==> config.mk <==
export PLATFORM = sky130hd
export DESIGN_NAME = wmfa_div_cell
export DESIGN_NICKNAME = d
export VERILOG_FILES = /design/src/wmfa_div_cell.sv
export SDC_FILE = /design/constraint.sdc
export NUM_CORES = 1
export LEC_CHECK = 0
export BUFFER_PORTS_ARGS = -buffer_cell sky130_fd_sc_hd__buf_2
export CAP_MARGIN = 40
export CORE_AREA = 2 2 150 225
export CTS_CLUSTER_DIAMETER = 200
export DETAILED_ROUTE_END_ITERATION = 16
export DIE_AREA = 0 0 152 227
export RECOVER_POWER = 100
export SLEW_MARGIN = 20
export SYNTH_ARGS = -nofsm -noshare
export SYNTH_HDL_FRONTEND = slang
export SYNTH_SLANG_ARGS = --single-unit
==> constraint.sdc <==
create_clock -name clk_i -period 1.3 [get_ports clk_i]
set_clock_uncertainty 0.2 [all_clocks]
set_input_delay 0.13 -clock clk_i [delete_from_list [all_inputs] [get_ports clk_i]]
set_output_delay 0.13 -clock clk_i [all_outputs]
set_load 0.02 [all_outputs]
==> src/wmfa_div_cell.sv <==
// wmfa_div_cell: one restoring divide step, one quotient bit per cell
// carries the side payload of its request to the next cell
`default_nettype none

module wmfa_div_cell #(
  parameter int unsigned DATA_WIDTH = 64,
  parameter int unsigned PAY_WIDTH  = 8
) (
  input  wire logic                  clk_i,
  input  wire logic                  rst_ni,
  input  wire logic                  en_i,
  input  wire logic                  valid_i,
  input  wire logic [DATA_WIDTH-1:0] rem_i,
  input  wire logic [DATA_WIDTH-1:0] nq_i,
  input  wire logic [DATA_WIDTH-1:0] dvs_i,
  input  wire logic [PAY_WIDTH-1:0]  pay_i,
  output logic                       valid_o,
  output logic      [DATA_WIDTH-1:0] rem_o,
  output logic      [DATA_WIDTH-1:0] nq_o,
  output logic      [DATA_WIDTH-1:0] dvs_o,
  output logic      [PAY_WIDTH-1:0]  pay_o
);
  logic [DATA_WIDTH:0]   part;
  logic [DATA_WIDTH:0]   trial;
  logic                  qbit;
  logic [DATA_WIDTH-1:0] rem_d, nq_d;

  always_comb begin
    part  = {rem_i, nq_i[DATA_WIDTH-1]};
    trial = part - {1'b0, dvs_i};
    qbit  = !trial[DATA_WIDTH];
    rem_d = qbit ? trial[DATA_WIDTH-1:0] : part[DATA_WIDTH-1:0];
    nq_d  = {nq_i[DATA_WIDTH-2:0], qbit};
  end

  always_ff @(posedge clk_i or negedge rst_ni) begin
    if (!rst_ni) begin
      valid_o <= 1'b0;
    end else if (en_i) begin
      valid_o <= valid_i;
    end
  end

  always_ff @(posedge clk_i) begin
    if (en_i) begin
      rem_o <= rem_d;
      nq_o  <= nq_d;
      dvs_o <= dvs_i;
      pay_o <= pay_i;
    end
  end

endmodule

`default_nettype wire

==> summary.txt <==
Timing
  – Rel. slew slack: 59.0%
  – Final setup TNS: -139900 ps
  – Post-route clock period utilization: 216%
  – Worst setup margin: -1510 ps
  – Fmax achieved: 0.356 GHz
  – Hold Slack: -426 ps
  – RSZ-0062 raised after global routing: yes
  – Worst Max-Slew Pin Slew: 616 ps
  – Count of final setup violators: 455
  – Fin crit period: 2810 ps
  – Fin. max-slew vios: 0
  – Final hold vios: 3

Logic synthesis
  – Post-synth EDFFs: 200
  – Post-synthesis async set-or-reset flop share: 0.498%
  – Synthesized flop and latch total: 201
  – Area leader, netlist: edfxtp_1
  – Synth Instances: 965
  – Synth top area share: 53.5%
  – Syn Nets: 1234
  – Cell Area, Synth: 11200 um^2
  – Top cells by area, synth: edfxtp_1 (53%), ha_1 (7.1%), mux2_2 (5.0%), a21oi_1 (3.5%), inv_1 (2.9%)
  – Yosys warning count: 0
  – Sequential share of the synthesized area: 53.7%
  – Post-synth cell types: 76
  – Mapped Avg Cell Area: 11.6 um^2
  – Primary FF master, synth: edfxtp_1

Clock network
  – Worst-Skew Late Latency: 510 ps
  – TritonCTS clock tree: built
  – Clock transition at path regs: 70 ps
  – Sink Count: 201
  – CTS buffer count: 21
  – Clock Tree Buf Depth: 3
  – Clk root buf: clkbuf_16
  – Htree depth: 1

Min path
  – Hold path endpoint: dvs_o[0]
  – Hold path depth: 1
  – Hold WC Path Type: in -> reg
  – Hold Startpoint: dvs_i[0]

Route
  – ANT nets after route: 0
  – Drt pass-1 iters: 5
  – Routed length on met2: 24700 um
  – Vias per cell: 4.91
  – Vias post-DR: 11200
  – Met3 WL post-DR: 2290 um
  – Post-route DRC: 0
  – Wirelength per Cell: 19.1 um
  – Metal1 wirelength: 14900 um
  – Final WL: 43600 um
  – Top Metal Used: met5
  – Drt initial violations: 382

Die
  – Die Wd: 152 um
  – Initial Util: 34.5%
  – Vert. Die Dim: 227 um
  – I/O pins: 405
  – Core footprint: 32500 um^2
  – Row count: 81
  – Die Area: 34500 um^2

Power and ir drop
  – Leak Pwr: 9.23 nW
  – PD cells: 1130 nW/um^2
  – Peak VDD IR: 1.05 mV
  – Total Power: 23.3 mW

Worst setup path
  – Critical path type: in -> reg
  – Startpoint types: input pin
  – Worst reg2reg path startpoint: valid_o
  – CP arrival: 2860 ps
  – Crit path max fanout: 5
  – Worst Path Required: 1360 ps
  – Critical Path Sink Type: register
  – Worst-case reg-to-reg path depth: 1
  – Capture point of the worst reg-to-reg path: valid_o
  – Worst R2R Setup Slack: 340 ps

Layout
  – Share of cells above drive strength 1: 46.0%
  – Final cell utilization of the core: 63.2%
  – Final Non-Filler Cells: 2285
  – Design area: 20600 um^2
  – Nets: 2119
  – Area Growth Syn to Fin: 83.0%

Placement
  – Placed Cells: 2023
  – PortBufs: 404
  – DP HPWL: 31000 um
  – DP Area: 15900 um^2
  – Gpl congestion: 0.868
  – Post-Place Setup Slack: -2460 ps

GRT
  – Antenna violations before repair: 10
  – Overall routing resource usage: 23.9%
  – Total gr overflow: 0
  – Global-route wire length before repair: 64800 um
  – Vias in the first global route: 12000
  – Pin count of the biggest net entering global routing: 33

Flow run
  – Max cap viols: 0

Status
  – Outcome: finished with violations
  – Failing checks: negative hold slack, negative setup slack
==> how the worst max path moves through the flow <==
stage | start | to | slack (ps) | depth (start not counted)
floorplan | dvs_i[9] | rem_o[57] | -1920 | 16
global placement | dvs_i[20] | rem_o[55] | -2370 | 12
detailed placement | dvs_i[20] | rem_o[55] | -2460 | 12
CTS | dvs_i[24] | rem_o[63] | -1510 | 12
global route | nq_i[63] | rem_o[13] | -1590 | 16
finish | dvs_i[49] | rem_o[54] | -1510 | 15
==> layout make-up <==
class	count	area, um^2
clock buffer	21	526
multi-input combinational	641	5500
fill	2533	12000
tap	415	519
clock inverter	16	189
sequential	201	6030
timing repair buffer	897	7420
antenna	6	15.0
inverter	88	360
==> power breakdown <==
group,switching (mW),internal [mW],total (mW)
logic,3.97,4.53,8.50
registers,0.328,8.04,8.36
clock network,2.69,3.75,6.45
total,7.00,16.3,23.3
==> cells by family after synthesis <==
logic type      synth area share [%]
flops                           53.7
simple gates                    10.2
fa+ha+maj                       7.31
compound gates                  14.0
xor+xnor                        4.21
buf+inv                         4.66
mux                             5.95
==> registers in the layout, summed over array words and instances (netlist names) <==
register	cells
dvs_o	64
nq_o	64
rem_o	64
valid_o	1
pay_o	8
==> synthesized netlist by cell type, types with 5 or more instances <==
| cell type | count |
|---|---|
| a211oi_1 | 6 |
| a21o_1 | 32 |
| a21oi_1 | 78 |
| a31o_2 | 5 |
| a31oi_1 | 10 |
| and3_1 | 10 |
| and4_1 | 5 |
| buf_2 | 6 |
| clkbuf_1 | 19 |
| edfxtp_1 | 200 |
| ha_1 | 64 |
| inv_1 | 87 |
| mux2_2 | 50 |
| mux2i_1 | 9 |
| nand2_1 | 67 |
| nand2b_1 | 8 |
| nand3_1 | 11 |
| nand4_1 | 20 |
| nor2_1 | 46 |
| nor2b_1 | 13 |
| nor3_1 | 14 |
| o211ai_1 | 5 |
| o21a_1 | 9 |
| o21ai_0 | 41 |
| o21bai_1 | 13 |
| o31ai_1 | 6 |
| xnor2_1 | 32 |
| xor2_1 | 22 |
==> per-layer routing <==
| layer | track usage, % | vias up |
|---|---|---|
| met5 | 0 | - |
| met1 | 23.5 | 5394 |
| met2 | 48.4 | 369 |
| met4 | 9.35 | 8 |
| met3 | 4.74 | 93 |
| li1 | - | 5355 |
==> critical path, stage by stage <==
cell and delay (ps):
clkbuf_1 130, inv_1 60, ha_1 290, a21oi_1 170
o21ai_0 130, a21o_1 200, a21oi_1 140, o21ai_0 130
and3_4 230, or3_1 390, and3_4 190, inv_8 90
buf_6 130, clkbuf_16 160, mux2_4 300
==> layout by cell type, fill, tap and decap left out, drive strengths merged, types with 14 or more instances in the layout <==
cell type	instances
mux2	51
edfxtp	200
xor2	22
xnor2	32
nor3	14
ha	64
o21ai	44
clkbuf	66
inv	89
a21oi	80
nand2	67
nand4	22
a21o	32
nor2	46
buf	653
dlygate4sd3	199
==> repair_timing <==
action,4_1_cts,5_1_grt
hold buffers,198,1
endpoints found under the hold margin,286,5
buffers inserted,14,4
setup endpoints to repair,266,266
gates cloned,5,1
pin swaps,42,29
resized for setup,287,188
Note: power is estimated with default switching activity, not from simulation.
